File: config.mk
export PLATFORM = sky130hd
export DESIGN_NAME = crc8_stuffed_frame_builder
export DESIGN_NICKNAME = d
export VERILOG_FILES = /design/src/rtl/csfb_pkg.sv /design/src/rtl/csfb_expand.sv /design/src/rtl/csfb_shift.sv /design/src/rtl/crc8_stuffed_frame_builder.sv
export VERILOG_INCLUDE_DIRS = /design/src /design/src/rtl
export SDC_FILE = /design/constraint.sdc
export NUM_CORES = 1
export LEC_CHECK = 0
export BUFFER_PORTS_ARGS = -buffer_cell sky130_fd_sc_hd__buf_2
export CAP_MARGIN = 20
export CORE_UTILIZATION = 40
export DETAILED_ROUTE_END_ITERATION = 6
export HOLD_SLACK_MARGIN = 0.06
export PLACE_DENSITY_LB_ADDON = 0.3
export SETUP_SLACK_MARGIN = 0.05
export SLEW_MARGIN = 20
export SYNTH_ARGS = -nofsm -noshare
export SYNTH_HDL_FRONTEND = slang
export SYNTH_HIERARCHICAL = 1
export SYNTH_SLANG_ARGS = --single-unit
File: constraint.sdc
create_clock -name clock -period 8.3 [get_ports clock]
set_input_delay 1.66 -clock clock [delete_from_list [all_inputs] [get_ports clock]]
set_output_delay 1.66 -clock clock [all_outputs]
set_load 0.01 [all_outputs]
File: src/rtl/crc8_stuffed_frame_builder_assert.svh
// ---------------------------------------------------------------------------
// Assertion macros for the CRC8 stuffed frame builder
// Concurrent assertion wrappers used by csfb_shift.
// ---------------------------------------------------------------------------
`ifndef CRC8_STUFFED_FRAME_BUILDER_ASSERT_SVH
`define CRC8_STUFFED_FRAME_BUILDER_ASSERT_SVH

// same-cycle implication, disabled during reset
`define CSFB_ASSERT_NOW(label, clk, rst, ante, cons, msg) \
   label: assert property (@(posedge clk) disable iff (rst) (ante) |-> (cons)) \
      else $error(msg);

// next-cycle implication, disabled during reset
`define CSFB_ASSERT_NEXT(label, clk, rst, ante, cons, msg) \
   label: assert property (@(posedge clk) disable iff (rst) (ante) |=> (cons)) \
      else $error(msg);

`endif

File: src/rtl/csfb_pkg.sv
// ---------------------------------------------------------------------------
// CRC8 stuffed frame builder package
// Frame constants, CRC8 step function and the byte list type.
// ---------------------------------------------------------------------------
package csfb_pkg;

   localparam logic [7:0] STUFF_MARK = 8'hD7;
   localparam logic [7:0] STUFF_FILL = 8'h00;
   localparam logic [7:0] HDR_B0     = 8'h00;
   localparam logic [7:0] HDR_B1     = 8'hD7;
   localparam logic [7:0] HDR_B2     = 8'h29;
   localparam logic [7:0] CRC_POLY   = 8'h3C;
   localparam logic [7:0] CRC_INIT   = 8'h00;

   localparam int unsigned LIST_DEPTH = 7;
   localparam int unsigned CNT_W      = $clog2(LIST_DEPTH + 1);

   // xor the byte, rotate right by one, fold in the polynomial on a set top bit
   function automatic logic [7:0] crc8_step(input logic [7:0] crc, input logic [7:0] b);
      logic [7:0] c;
      c = crc ^ b;
      c = {c[0], c[7:1]};
      if (c[7]) begin
         c = c ^ CRC_POLY;
      end
      return c;
   endfunction

   localparam logic [7:0] HDR_CRC =
      crc8_step(crc8_step(crc8_step(CRC_INIT, HDR_B0), HDR_B1), HDR_B2);

   typedef struct packed {
      logic [LIST_DEPTH-1:0][7:0] bytes;  // bytes[0] goes out first
      logic [CNT_W-1:0]           count;
      logic                       last;   // list closes the frame
   } list_type;

endpackage

File: src/rtl/csfb_expand.sv
// ---------------------------------------------------------------------------
// CRC8 stuffed frame builder - item expansion
// Turns one body byte into its list of line bytes and keeps the CRC state.
// ---------------------------------------------------------------------------
module csfb_expand (
   input  logic               clock,
   input  logic               reset,
   input  logic [7:0]         in_byte,
   input  logic               in_end,
   input  logic               load,
   output csfb_pkg::list_type list
);
   import csfb_pkg::*;

   logic [7:0]       crc_ff, crc_in;
   logic             inside_ff, inside_in;
   logic [7:0]       crc_start;
   logic [7:0]       crc_new;
   logic [CNT_W-1:0] pos;

   assign crc_start = inside_ff ? crc_ff : HDR_CRC;
   assign crc_new   = crc8_step(crc_start, in_byte);

   always_comb begin
      list = '0;
      pos  = '0;
      if (!inside_ff) begin
         list.bytes[0] = HDR_B0;
         list.bytes[1] = HDR_B1;
         list.bytes[2] = HDR_B2;
         pos = CNT_W'(3);
      end
      list.bytes[pos] = in_byte;
      pos = pos + CNT_W'(1);
      if (in_byte == STUFF_MARK) begin
         list.bytes[pos] = STUFF_FILL;
         pos = pos + CNT_W'(1);
      end
      if (in_end) begin
         list.bytes[pos] = crc_new;
         pos = pos + CNT_W'(1);
         if (crc_new == STUFF_MARK) begin
            list.bytes[pos] = STUFF_FILL;
            pos = pos + CNT_W'(1);
         end
      end
      list.count = pos;
      list.last  = in_end;
   end

   // on a load, clear the CRC at frame end, advance it otherwise
   always_comb begin
      crc_in    = crc_ff;
      inside_in = inside_ff;
      if (load) begin
         crc_in    = in_end ? CRC_INIT : crc_new;
         inside_in = !in_end;
      end
   end

   always_ff @(posedge clock) begin
      if (reset) begin
         crc_ff    <= CRC_INIT;
         inside_ff <= 1'b0;
      end else begin
         crc_ff    <= crc_in;
         inside_ff <= inside_in;
      end
   end

endmodule

File: src/rtl/csfb_shift.sv
// ---------------------------------------------------------------------------
// CRC8 stuffed frame builder - byte list shifter
// Holds one item's byte list and moves it out a byte per cycle into the
// result register whenever that register is free.
// ---------------------------------------------------------------------------
`include "crc8_stuffed_frame_builder_assert.svh"

module csfb_shift (
   input  logic               clock,
   input  logic               reset,
   input  logic               list_valid,
   input  csfb_pkg::list_type list,
   output logic               load,
   output logic               out_valid,
   input  logic               out_ready,
   output logic [7:0]         out_byte,
   output logic               out_last
);
   import csfb_pkg::*;

   logic [LIST_DEPTH-1:0][7:0] bytes_ff, bytes_in;
   logic [CNT_W-1:0]           cnt_ff, cnt_in;
   logic                       last_ff, last_in;
   logic                       valid_ff, valid_in;
   logic [7:0]                 byte_ff, byte_in;
   logic                       flag_ff, flag_in;
   logic                       out_free;
   logic                       emit;

   assign out_free = !valid_ff || out_ready;
   assign emit     = (cnt_ff != '0) && out_free;
   // take the next list while the current one is empty or sends its final byte
   assign load     = list_valid && ((cnt_ff == '0) || ((cnt_ff == CNT_W'(1)) && emit));

   always_comb begin
      bytes_in = bytes_ff;
      cnt_in   = cnt_ff;
      last_in  = last_ff;
      if (emit) begin
         bytes_in = bytes_ff >> 8;
         cnt_in   = cnt_ff - CNT_W'(1);
      end
      if (load) begin
         bytes_in = list.bytes;
         cnt_in   = list.count;
         last_in  = list.last;
      end
   end

   always_comb begin
      valid_in = valid_ff;
      byte_in  = byte_ff;
      flag_in  = flag_ff;
      if (emit) begin
         valid_in = 1'b1;
         byte_in  = bytes_ff[0];
         flag_in  = last_ff && (cnt_ff == CNT_W'(1));
      end else if (out_ready) begin
         valid_in = 1'b0;
      end
   end

   always_ff @(posedge clock) begin
      if (reset) begin
         cnt_ff   <= '0;
         last_ff  <= 1'b0;
         valid_ff <= 1'b0;
      end else begin
         cnt_ff   <= cnt_in;
         last_ff  <= last_in;
         valid_ff <= valid_in;
      end
   end

   always_ff @(posedge clock) begin
      bytes_ff <= bytes_in;
      byte_ff  <= byte_in;
      flag_ff  <= flag_in;
   end

   assign out_valid = valid_ff;
   assign out_byte  = byte_ff;
   assign out_last  = flag_ff;

   `CSFB_ASSERT_NOW(a_load_when_drained, clock, reset, load,
      (cnt_ff == '0) || ((cnt_ff == CNT_W'(1)) && emit), "list overwritten before drained")
   `CSFB_ASSERT_NEXT(a_count_steps, clock, reset, emit && !load,
      cnt_ff == $past(cnt_ff) - CNT_W'(1), "byte count did not step down on emit")
   `CSFB_ASSERT_NOW(a_end_list_has_crc, clock, reset, load && list.last,
      list.count >= CNT_W'(2), "frame end list lacks body or CRC byte")
   `CSFB_ASSERT_NOW(a_list_nonempty, clock, reset, load,
      list.count != '0, "empty byte list loaded")

endmodule

File: src/rtl/crc8_stuffed_frame_builder.sv
// Each accepted body byte produces 1 to 7 line bytes, sent one per clock
// cycle unless rsp_tready stalls: the header 00 D7 29 before the first
// body byte of a frame, the body byte, a 00 after any D7, and at frame end
// the CRC8 (with its own 00 if it equals D7). The single byte-wide result
// register sets the rate: a mid-frame byte other than D7 gives one line
// byte, so items stream at one per cycle unless stalled; a frame of N body
// bytes with S stuffed bytes gives N + S + 4 line bytes. The next item is
// taken in the cycle the previous item's last byte moves out.
// ---------------------------------------------------------------------------
// CRC8 stuffed frame builder
// Frames body bytes with header, byte stuffing and a trailing CRC8.
// ---------------------------------------------------------------------------
module crc8_stuffed_frame_builder (
   input  logic       clock,
   input  logic       reset,
   input  logic       req_tvalid,
   output logic       req_tready,
   input  logic [7:0] req_tdata,   // [7:0] body_byte
   input  logic       req_tlast,   // frame_end
   output logic       rsp_tvalid,
   input  logic       rsp_tready,
   output logic [7:0] rsp_tdata,   // [7:0] out_byte
   output logic       rsp_tlast    // frame_last
);
   import csfb_pkg::*;

   logic       in_valid_ff, in_valid_in;
   logic [7:0] in_byte_ff;
   logic       in_end_ff;
   logic       load;
   list_type   list;

   // hold the item until its byte list is taken
   assign req_tready  = !in_valid_ff || load;
   assign in_valid_in = (req_tvalid && req_tready) || (in_valid_ff && !load);

   always_ff @(posedge clock) begin
      if (reset) begin
         in_valid_ff <= 1'b0;
      end else begin
         in_valid_ff <= in_valid_in;
      end
   end

   always_ff @(posedge clock) begin
      if (req_tvalid && req_tready) begin
         in_byte_ff <= req_tdata;
         in_end_ff  <= req_tlast;
      end
   end

   csfb_expand u_expand (
      .clock   (clock),
      .reset   (reset),
      .in_byte (in_byte_ff),
      .in_end  (in_end_ff),
      .load    (load),
      .list    (list)
   );

   csfb_shift u_shift (
      .clock      (clock),
      .reset      (reset),
      .list_valid (in_valid_ff),
      .list       (list),
      .load       (load),
      .out_valid  (rsp_tvalid),
      .out_ready  (rsp_tready),
      .out_byte   (rsp_tdata),
      .out_last   (rsp_tlast)
   );

endmodule

=== Word-level counts from Yosys, hierarchy flattened ===
Cells that the tools add are included.

* Reductions and logical operators: 22
* Equality and inequality tests: 3
* Order comparisons: 8
* Multiplexer cells: 27
* Add/subtract/negate cells: 5
* Bitwise logic cells: 6

{| class="wikitable"
|+ Operators by type and width
! operator !! number
|-
| $mux 56 || 5
|-
| $and 56x56->56 || 2
|-
| $bwmux 56 || 2
|-
| $not 56->56 || 2
|-
| $demux 8 s3 || 4
|-
| $mux 8 || 7
|-
| $mux 22 || 1
|-
| $eq 8x8->1 const B || 2
|-
| $mux 3 || 5
|-
| $lt 3x4->1 const B || 3
|-
| $logic_and 1x1->1 || 10
|-
| $add 3x1->3 const B || 3
|-
| $ge 3x1->1 const B || 3
|-
| $xor 8x8->8 || 1
|-
| $logic_not 1->1 || 4
|-
| $logic_or 1x1->1 || 4
|-
| $lt 2x4->1 const B || 1
|-
| $not 4->4 || 1
|-
| $reduce_bool 2->1 || 2
|-
| $add 2x1->3 const B || 1
|-
| $eq 3x1->1 const B || 1
|-
| $logic_not 3->1 || 1
|-
| $reduce_bool 3->1 || 1
|-
| $sub 3x1->3 const B || 1
|-
| 3 further kinds || 4
|}

* Register bits: 89
* Output and inout bits: 11
* Input port bits: 13

=== Logic depth before layout (Yosys ltp) ===
Gate-level depths: netlist (run 1).

* Depth after elaboration: 14
* Depth in mapped cells: 10
* Mapped depth without buffers: 10

=== Hierarchy ===
Netlist (run 1), hierarchy kept.

{| class="wikitable"
|+ Modules (own cells, without submodules)
! module !! area each (um^2) !! sequential area each (um^2) !! cells each !! times used
|-
| csfb_shift || 2966.6 || 2052.0 || 170 || 1
|-
| csfb_expand || 1562.7 || 180.2 || 211 || 1
|-
| crc8_stuffed_frame_builder || 325.3 || 290.3 || 14 || 1
|}

=== Least setup slack after synthesis (run 1) ===
No wires, ideal clock.

* Kind: input port to flip-flop
* Start point: input port rsp_tready
* End point: register u_shift/bytes_ff[0] (netlist name), enable pin
* Setup slack: 2.058 ns
* Data required time: 7.753 ns
* Cell stages on the path: 2
* Arrival time: 5.695 ns
* Setup time: 0.547 ns
* Path through: nor2b_1 > o21ai_0

* Cells in the longest elaborated chain, start to end: 6

{| class="wikitable"
|+ RTL lines
! element !! RTL line !! RTL
|-
| start, declared || crc8_stuffed_frame_builder.sv:21 || <nowiki>input logic rsp_tready,</nowiki>
|-
| $logic_or 1x1->1 * || csfb_shift.sv:30 || <nowiki>assign out_free = !valid_ff || out_ready;</nowiki>
|-
| $logic_and 1x1->1 * || csfb_shift.sv:31 || <nowiki>assign emit = (cnt_ff != '0) && out_free;</nowiki>
|-
| $logic_and 1x1->1 || csfb_shift.sv:33 || <nowiki>assign load = list_valid && ((cnt_ff == '0) || ((cnt_ff == CNT_W'(1)) && emit));</nowiki>
|-
| $logic_or 1x1->1 || csfb_shift.sv:33 ||
|-
| $logic_and 1x1->1 || csfb_shift.sv:33 ||
|-
| $reduce_bool 2->1 (no source line) * || n/a ||
|-
| end signal, assigned || csfb_shift.sv:76 || <nowiki>bytes_ff <= bytes_in;</nowiki>
|-
| end, declared || csfb_shift.sv:21 || <nowiki>logic [LIST_DEPTH-1:0][7:0] bytes_ff, bytes_in;</nowiki>
|}

Mark *: on every way between the ends. The rest lies on a longest branch, timed or not.
A chain may end at the register's enable or synchronous reset.

=== Worst setup path after layout (run 1) ===
* Start point: input port rsp_tready
* End point: output port req_tready

* Cells in the longest elaborated chain, start to end: 6

{| class="wikitable"
|+ RTL lines
! element !! RTL line !! RTL
|-
| $logic_or 1x1->1 || csfb_shift.sv:30 ||
|-
| $logic_and 1x1->1 || csfb_shift.sv:31 ||
|-
| $logic_and 1x1->1 || csfb_shift.sv:33 ||
|-
| $logic_or 1x1->1 || csfb_shift.sv:33 ||
|-
| $logic_and 1x1->1 || csfb_shift.sv:33 ||
|-
| named net load || crc8_stuffed_frame_builder.sv:30 || <nowiki>logic load;</nowiki>
|-
| $logic_or 1x1->1 || crc8_stuffed_frame_builder.sv:34 || <nowiki>assign req_tready = !in_valid_ff || load;</nowiki>
|-
| end, declared || crc8_stuffed_frame_builder.sv:17 || <nowiki>output logic req_tready,</nowiki>
|}

The timed path passes the listed nets, and every way through them passes these cells.

==> results of run 1 <==
state kept, by name, summed over array words and instances (netlist names):
name / flops
u_shift/bytes_ff: 56
u_shift/out_valid: 1
in_byte_ff: 8
u_shift/cnt_ff: 3
u_shift/out_byte: 8
in_end_ff: 1
u_expand/crc_ff: 8
u_shift/last_ff: 1
u_expand/inside_ff: 1
in_valid_ff: 1
u_shift/out_last: 1
kinds of logic after synthesis:
group                    after synthesis  share of synthesized area, %
AO/OA/AOI/OAI                         73                         11.52
flip-flops                            89                         51.96
adder cells (fa/ha/maj)               10                         2.577
AND/OR/NAND/NOR                      123                         15.28
buffers and inverters                 34                         4.201
multiplexers                          51                         11.75
XOR/XNOR                              15                         2.706
per-layer routing:
| metal | up-vias | track usage [%] | routed length [um] |
|---|---|---|---|
| li1 | 1500 | - | - |
| met1 | 1527 | 23.45 | 4825 |
| met2 | 88 | 26.00 | 4601 |
| met3 | 15 | 3.726 | 461 |
| met4 | 0 | 5.422 | 174 |
| met5 | - | 0 | 0 |
layout make-up:
| cell class | instances | area [sq um] | share of cell area [%] |
|---|---|---|---|
| Multi-Input combinational cell | 272 | 2140 | 40.45 |
| Clock buffer | 10 | 229.0 | 4.329 |
| Inverter | 10 | 37.54 | 0.7097 |
| Tap cell | 143 | 178.9 | 3.383 |
| Clock inverter | 6 | 43.79 | 0.8280 |
| Sequential cell | 89 | 2522 | 47.69 |
| Timing Repair Buffer | 26 | 137.6 | 2.602 |
worst min path at each step:
stage / to / slack, ns / cells after the start
floorplan: u_shift/out_byte[0] / 0.40 / 0
CTS: u_shift/out_byte[2] / 0.42 / 0
global placement: u_shift/out_byte[4] / 0.40 / 0
finish: u_shift/out_byte[2] / 0.42 / 0
detailed placement: u_shift/out_byte[1] / 0.41 / 0
global route: u_shift/out_byte[1] / 0.42 / 0
through the flow:
stage | instances | cell area, sq um
final | 556 | 5289
after global routing | 556 | 5289
after CTS | 555 | 5281
after detailed placement | 539 | 5009
after global placement | 539 | 5009
after floorplan | 395 | 4855
power breakdown:
| part | switching [mW] | total, mW | internal, mW |
|---|---|---|---|
| Sequential | 0.0616 | 0.833 | 0.771 |
| Combinational | 0.356 | 0.600 | 0.243 |
| Clock | 0.170 | 0.374 | 0.204 |
layout by cell type, fill, tap and decap left out, types with 7 or more instances in the layout:
master / netlist / routed
xnor2_1: 8 / 8
a21oi_1: 10 / 10
o21ai_1: 7 / 7
and2_1: 16 / 16
edfxtp_1: 74 / 74
clkbuf_16: 0 / 9
nor3_1: 8 / 8
xor2_1: 7 / 7
buf_2: 1 / 23
nand2b_1: 9 / 9
dfxtp_1: 15 / 15
a211oi_1: 22 / 22
nor2_1: 27 / 27
mux2_2: 48 / 48
nand2_1: 9 / 9
inv_1: 9 / 9
ha_1: 10 / 10
nor2b_1: 14 / 14
==> flow_metrics.tcl, run 1 <==
set metrics [dict create \
    r2r-start "u_expand/inside_ff" \
    diodes 0 \
    power_mw 1.807 \
    drv_slew 0 \
    grt_max_degree 57 \
    hold_viol 0 \
    synth_area_leaders "edfxtp_1, mux2_2, dfxtp_1" \
    cts-resized-gates 0 \
    numPortBuffers 23 \
    drc 3 \
    critPathLaunchType "input port" \
    drtAntennaViolNets 0 \
    rows 39 \
    nNetsFinal 431 \
    cts.clk_slew.worst_paths_ns 0.06 \
    syn-cell-area_sq_um 4855 \
    powerDensity_nw_per_um2 341.7 \
    worstRegToRegCells 8 \
    r2r_slack_ns 4.87 \
    cts_setup_buffers 0 \
    fp.dieH_um 112.2 \
    r2r_end "u_shift/cnt_ff[2]" \
    fp.dieW_um 112.2 \
    first_pass_iters 7 \
    cp_top_family "simple AND/OR/NAND/NOR gates" \
    synth_flop_cell "edfxtp_1" \
    drive_above_1_share_pct 27.36 \
    final_util_pct 45.54 \
    fillCellCount 1062 \
    cp.arrival_ns 3.67 \
    yosys_warnings 6 \
    synth_seq_area_share_pct 51.96 \
    synthArstFlopShare_pct 0 \
    yosysMostFrequentCell "edfxtp_1" \
    syn_to_final_growth_pct 8.943 \
    ys_types 68 \
    synth_nets 418 \
    post-route-period-util_pct 64.22 \
    ys_ff_latch 89 \
    antenna_found_initial 0 \
    viasPerCell 5.629 \
    worstPathCellList "buf_2, or3b_4, nand3_4, inv_1, nand2b_4, buf_2" \
    tightest_slew_ns 0.9495 \
    synth_area_leader_cell "edfxtp_1" \
    min-delay-start "u_shift/bytes_ff[2]" \
    cts_tree "yes" \
    routed_wl_um 10060 \
    h-tree-depth 3 \
    clock_path_buffers 2 \
    setup_tns_ns 0 \
    cp.required_ns 6.64 \
    dieArea_sq_um 12580 \
    period_needed_ns 5.330 \
    grt_usage_pct 16.79 \
    violations "DRC" \
    synth_cells 395 \
    crit_end "req_tready" \
    hpwl_um 6767 \
    syn_avg_cell_area_sq_um 12.29 \
    cp_common_cell "buf_2" \
    first_iter_violations 205 \
    crit_slowest_cell "nand3_4" \
    synth_top_cells_by_count "edfxtp_1, mux2_2, nor2_1" \
    grt_pass1_wl_um 16010 \
    vias 3130 \
    vdd_drop_max_uv 228.1 \
    fmax_mhz 187.6 \
    cp.depth 6 \
    startpoint "rsp_tready" \
    outcome "finished, violations left" \
    core_area_sq_um 11610 \
    cpPeakStageDelay_ns 0.56 \
    crit_buf_inv 3 \
    p_leak_nw 1.951 \
    crit_type "in2out" \
    setup_viol 0 \
    finClkSkew_ns 0.01037 \
    critPathCaptureType "output pin" \
    post-place-ws_ns 2.944 \
    rsz0062_at_grt "false" \
    synth_top_area_share_pct 45.77 \
    hold_buffers 0 \
    place_congestion 0.8519 \
    grt_overflow 0 \
    hold_class "reg2reg" \
    wl_per_cell_um 18.10 \
    grt_pass1_vias 2960 \
    fin_ws_ns 2.970 \
    synth-edff-count 74 \
    start_util_pct 41.80 \
    cts.sinks 89 \
    maxCapViolations 0 \
    cts_buffers 9 \
    slew-limit-headroom_pct 36.24 \
    ios 24 \
    hold_ws_ns 0.4182 \
    clk_latency_ns 0.34 \
    root_buffer "clkbuf_16" \
    crit_fanout 53 \
]
(Power assumes the default switching activity.)
==> run 2: changes to the inputs <==
Settings changed: ABC_AREA from default to 1.
Clock period 8.3 ns to 4.4 ns, I/O delays scaled along.
==> flow_metrics.tcl, run 2 <==
set metrics [dict create \
    outcome "completed" \
    critPathCaptureType "flip-flop" \
    nNetsFinal 595 \
    drc 0 \
    cts.clk_slew.worst_paths_ns 0.07 \
    clk_latency_ns 0.34 \
    yosys.area_share.simple_pct 29.09 \
    post-route-period-util_pct 69.36 \
    synth_seq_area_share_pct 54.15 \
    grt_pass1_wl_um 15140 \
    cp.arrival_ns 3.13 \
    hpwl_um 6514 \
    final_cell_mix "nand2_1, edfxtp_1, inv_1, nor2_1, nand3_1" \
    start_util_pct 40.97 \
    largest_register_ffs 56 \
    cts_setup_buffers 0 \
    syn-cell-area_sq_um 4658 \
    maxCapViolations 0 \
    core_area_sq_um 11370 \
    antenna_found_initial 0 \
    yosys_warnings 6 \
    crit_fanout 20 \
    cts-resized-gates 0 \
    wl_per_cell_um 13.20 \
    cts.sinks 89 \
    drive_above_1_share_pct 10.92 \
    synth_xor_area_share_pct 0.3760 \
    synth_top_family_by_area "simple AND/OR/NAND/NOR gates" \
    routed_wl_um 9504 \
    first_iter_violations 182 \
    drv_slew 0 \
    cp_top_family "simple AND/OR/NAND/NOR gates" \
    cp_common_cell "nand2_1" \
    stdcell_count 720 \
    diodes 0 \
    synth_area_leaders "edfxtp_1, nand2_1, dfxtp_1" \
    worstPathCellList "nand3_1, nand2_1, inv_1, nand2_1, nand2_1, nor2_2, nand3_1, nand2_1, nor2_1, inv_1, nor2_1" \
    grt_pass1_vias 3050 \
    synth_cells 554 \
    largest_register "u_shift/bytes_ff" \
    grt_usage_pct 16.92 \
    critPathLaunchType "flip-flop" \
    setup_tns_ns 0 \
    synth-edff-count 74 \
    rows 39 \
    post-place-ws_ns 1.381 \
    finClkSkew_ns 0.005147 \
    hold_viol 0 \
    vias 3404 \
    synth_nets 577 \
    final_util_pct 45.03 \
    grt_overflow 0 \
    synthArstFlopShare_pct 0 \
    tightest_slew_ns 0.8978 \
    syn_to_final_growth_pct 9.911 \
    numPortBuffers 23 \
    place_congestion 0.8554 \
    cpPeakStageDelay_ns 0.74 \
    powerDensity_nw_per_um2 645.2 \
    synth_flop_cell "edfxtp_1" \
    fp.dieW_um 109.9 \
    crit_slowest_cell "dfxtp_1" \
    fp.dieH_um 109.9 \
    fillCellCount 1132 \
    multi_input_area_sq_um 1738 \
    synth_adder_area_share_pct 2.686 \
    first_pass_iters 5 \
    cts_buffers 9 \
    synth_compound_area_share_pct 5.103 \
    hold_buffers 0 \
    crit_buf_inv 2 \
    ios 24 \
    vdd_drop_max_uv 253.8 \
    regArea_sq_um 2522 \
    ys_types 35 \
    setup_viol 0 \
    yosysMostFrequentCell "nand2_1" \
    drtAntennaViolNets 0 \
    cts_tree "yes" \
    viasPerCell 4.728 \
    p_leak_nw 2.322 \
    fin_ws_ns 1.348 \
    dp_cells 704 \
    layout_commonest_cell "nand2_1" \
    hold_class "reg2reg" \
    clock_path_buffers 2 \
    ys_ff_latch 89 \
    crit_type "reg2reg" \
    root_buffer "clkbuf_16" \
    cp.required_ns 4.48 \
    h-tree-depth 3 \
    syn_avg_cell_area_sq_um 8.408 \
    period_needed_ns 3.052 \
    synth_mux_area_share_pct 0 \
    grt_max_degree 65 \
    rsz0062_at_grt "false" \
    dieArea_sq_um 12080 \
    synth_top_cells_by_count "nand2_1, edfxtp_1, inv_1, nor2_1, nand3_1" \
    slew-limit-headroom_pct 40.15 \
    fmax_mhz 327.7 \
    synth_top_area_share_pct 47.70 \
    synth_area_leader_cell "edfxtp_1" \
]
-- run 2: cell families (layout without fill, tap and decap cells) --
| group | count (synthesis) | in the layout |
|---|---|---|
| DFF | 89 | 89 |
| xor gates and xnor gates | 2 | 2 |
| buffers and inverters | 87 | 110 |
| AOI/OAI and AO/OA | 37 | 37 |
| adders and majority gates | 10 | 10 |
| and+or+nand+nor | 329 | 329 |
-- run 2: through the flow --
step / total power [mW] / hold slack [ns] / instance area, sq um
floorplan: 2.371 / 0.4003 / 4658
global placement: 2.570 / 0.4021 / 4835
detailed placement: 2.606 / 0.4071 / 4835
CTS: 3.342 / 0.4238 / 5120
global route: 3.535 / 0.4203 / 5120
finish: 3.303 / 0.4220 / 5120
-- run 2: metal layers --
layer / GRT usage (%) / part of all wire [%] / vias up
met4: 7.048 / 1.8 / 0
met1: 21.68 / 47 / 1565
met2: 27.41 / 47 / 52
met3: 3.912 / 3.5 / 12
li1: - / - / 1775
met5: 0 / 0 / -
-- run 2: final cells by class --
| type | instances | share of cell area [%] |
|---|---|---|
| Clock inverter | 7 | 1.173 |
| Inverter | 68 | 5.034 |
| Multi-Input combinational cell | 378 | 33.94 |
| Sequential cell | 89 | 49.27 |
| Timing Repair Buffer | 26 | 2.688 |
| Tap cell | 143 | 3.495 |
| Clock buffer | 9 | 4.399 |
-- run 2: power breakdown --
group	internal, mW	switching, mW
combinational	0.297	0.713
clock	0.391	0.335
sequential	1.45	0.113
-- run 2: worst paths after layout --
kind	from	end	slack, ns	cells past startpoint
setup / recovery	u_expand/inside_ff	u_shift/bytes_ff[55]	1.35	11
hold / removal	u_shift/bytes_ff[0]	u_shift/out_byte[0]	0.42	0
setup reg to reg	u_expand/inside_ff	u_shift/bytes_ff[55]	1.35	11
hold reg to reg	u_shift/bytes_ff[0]	u_shift/out_byte[0]	0.42	0
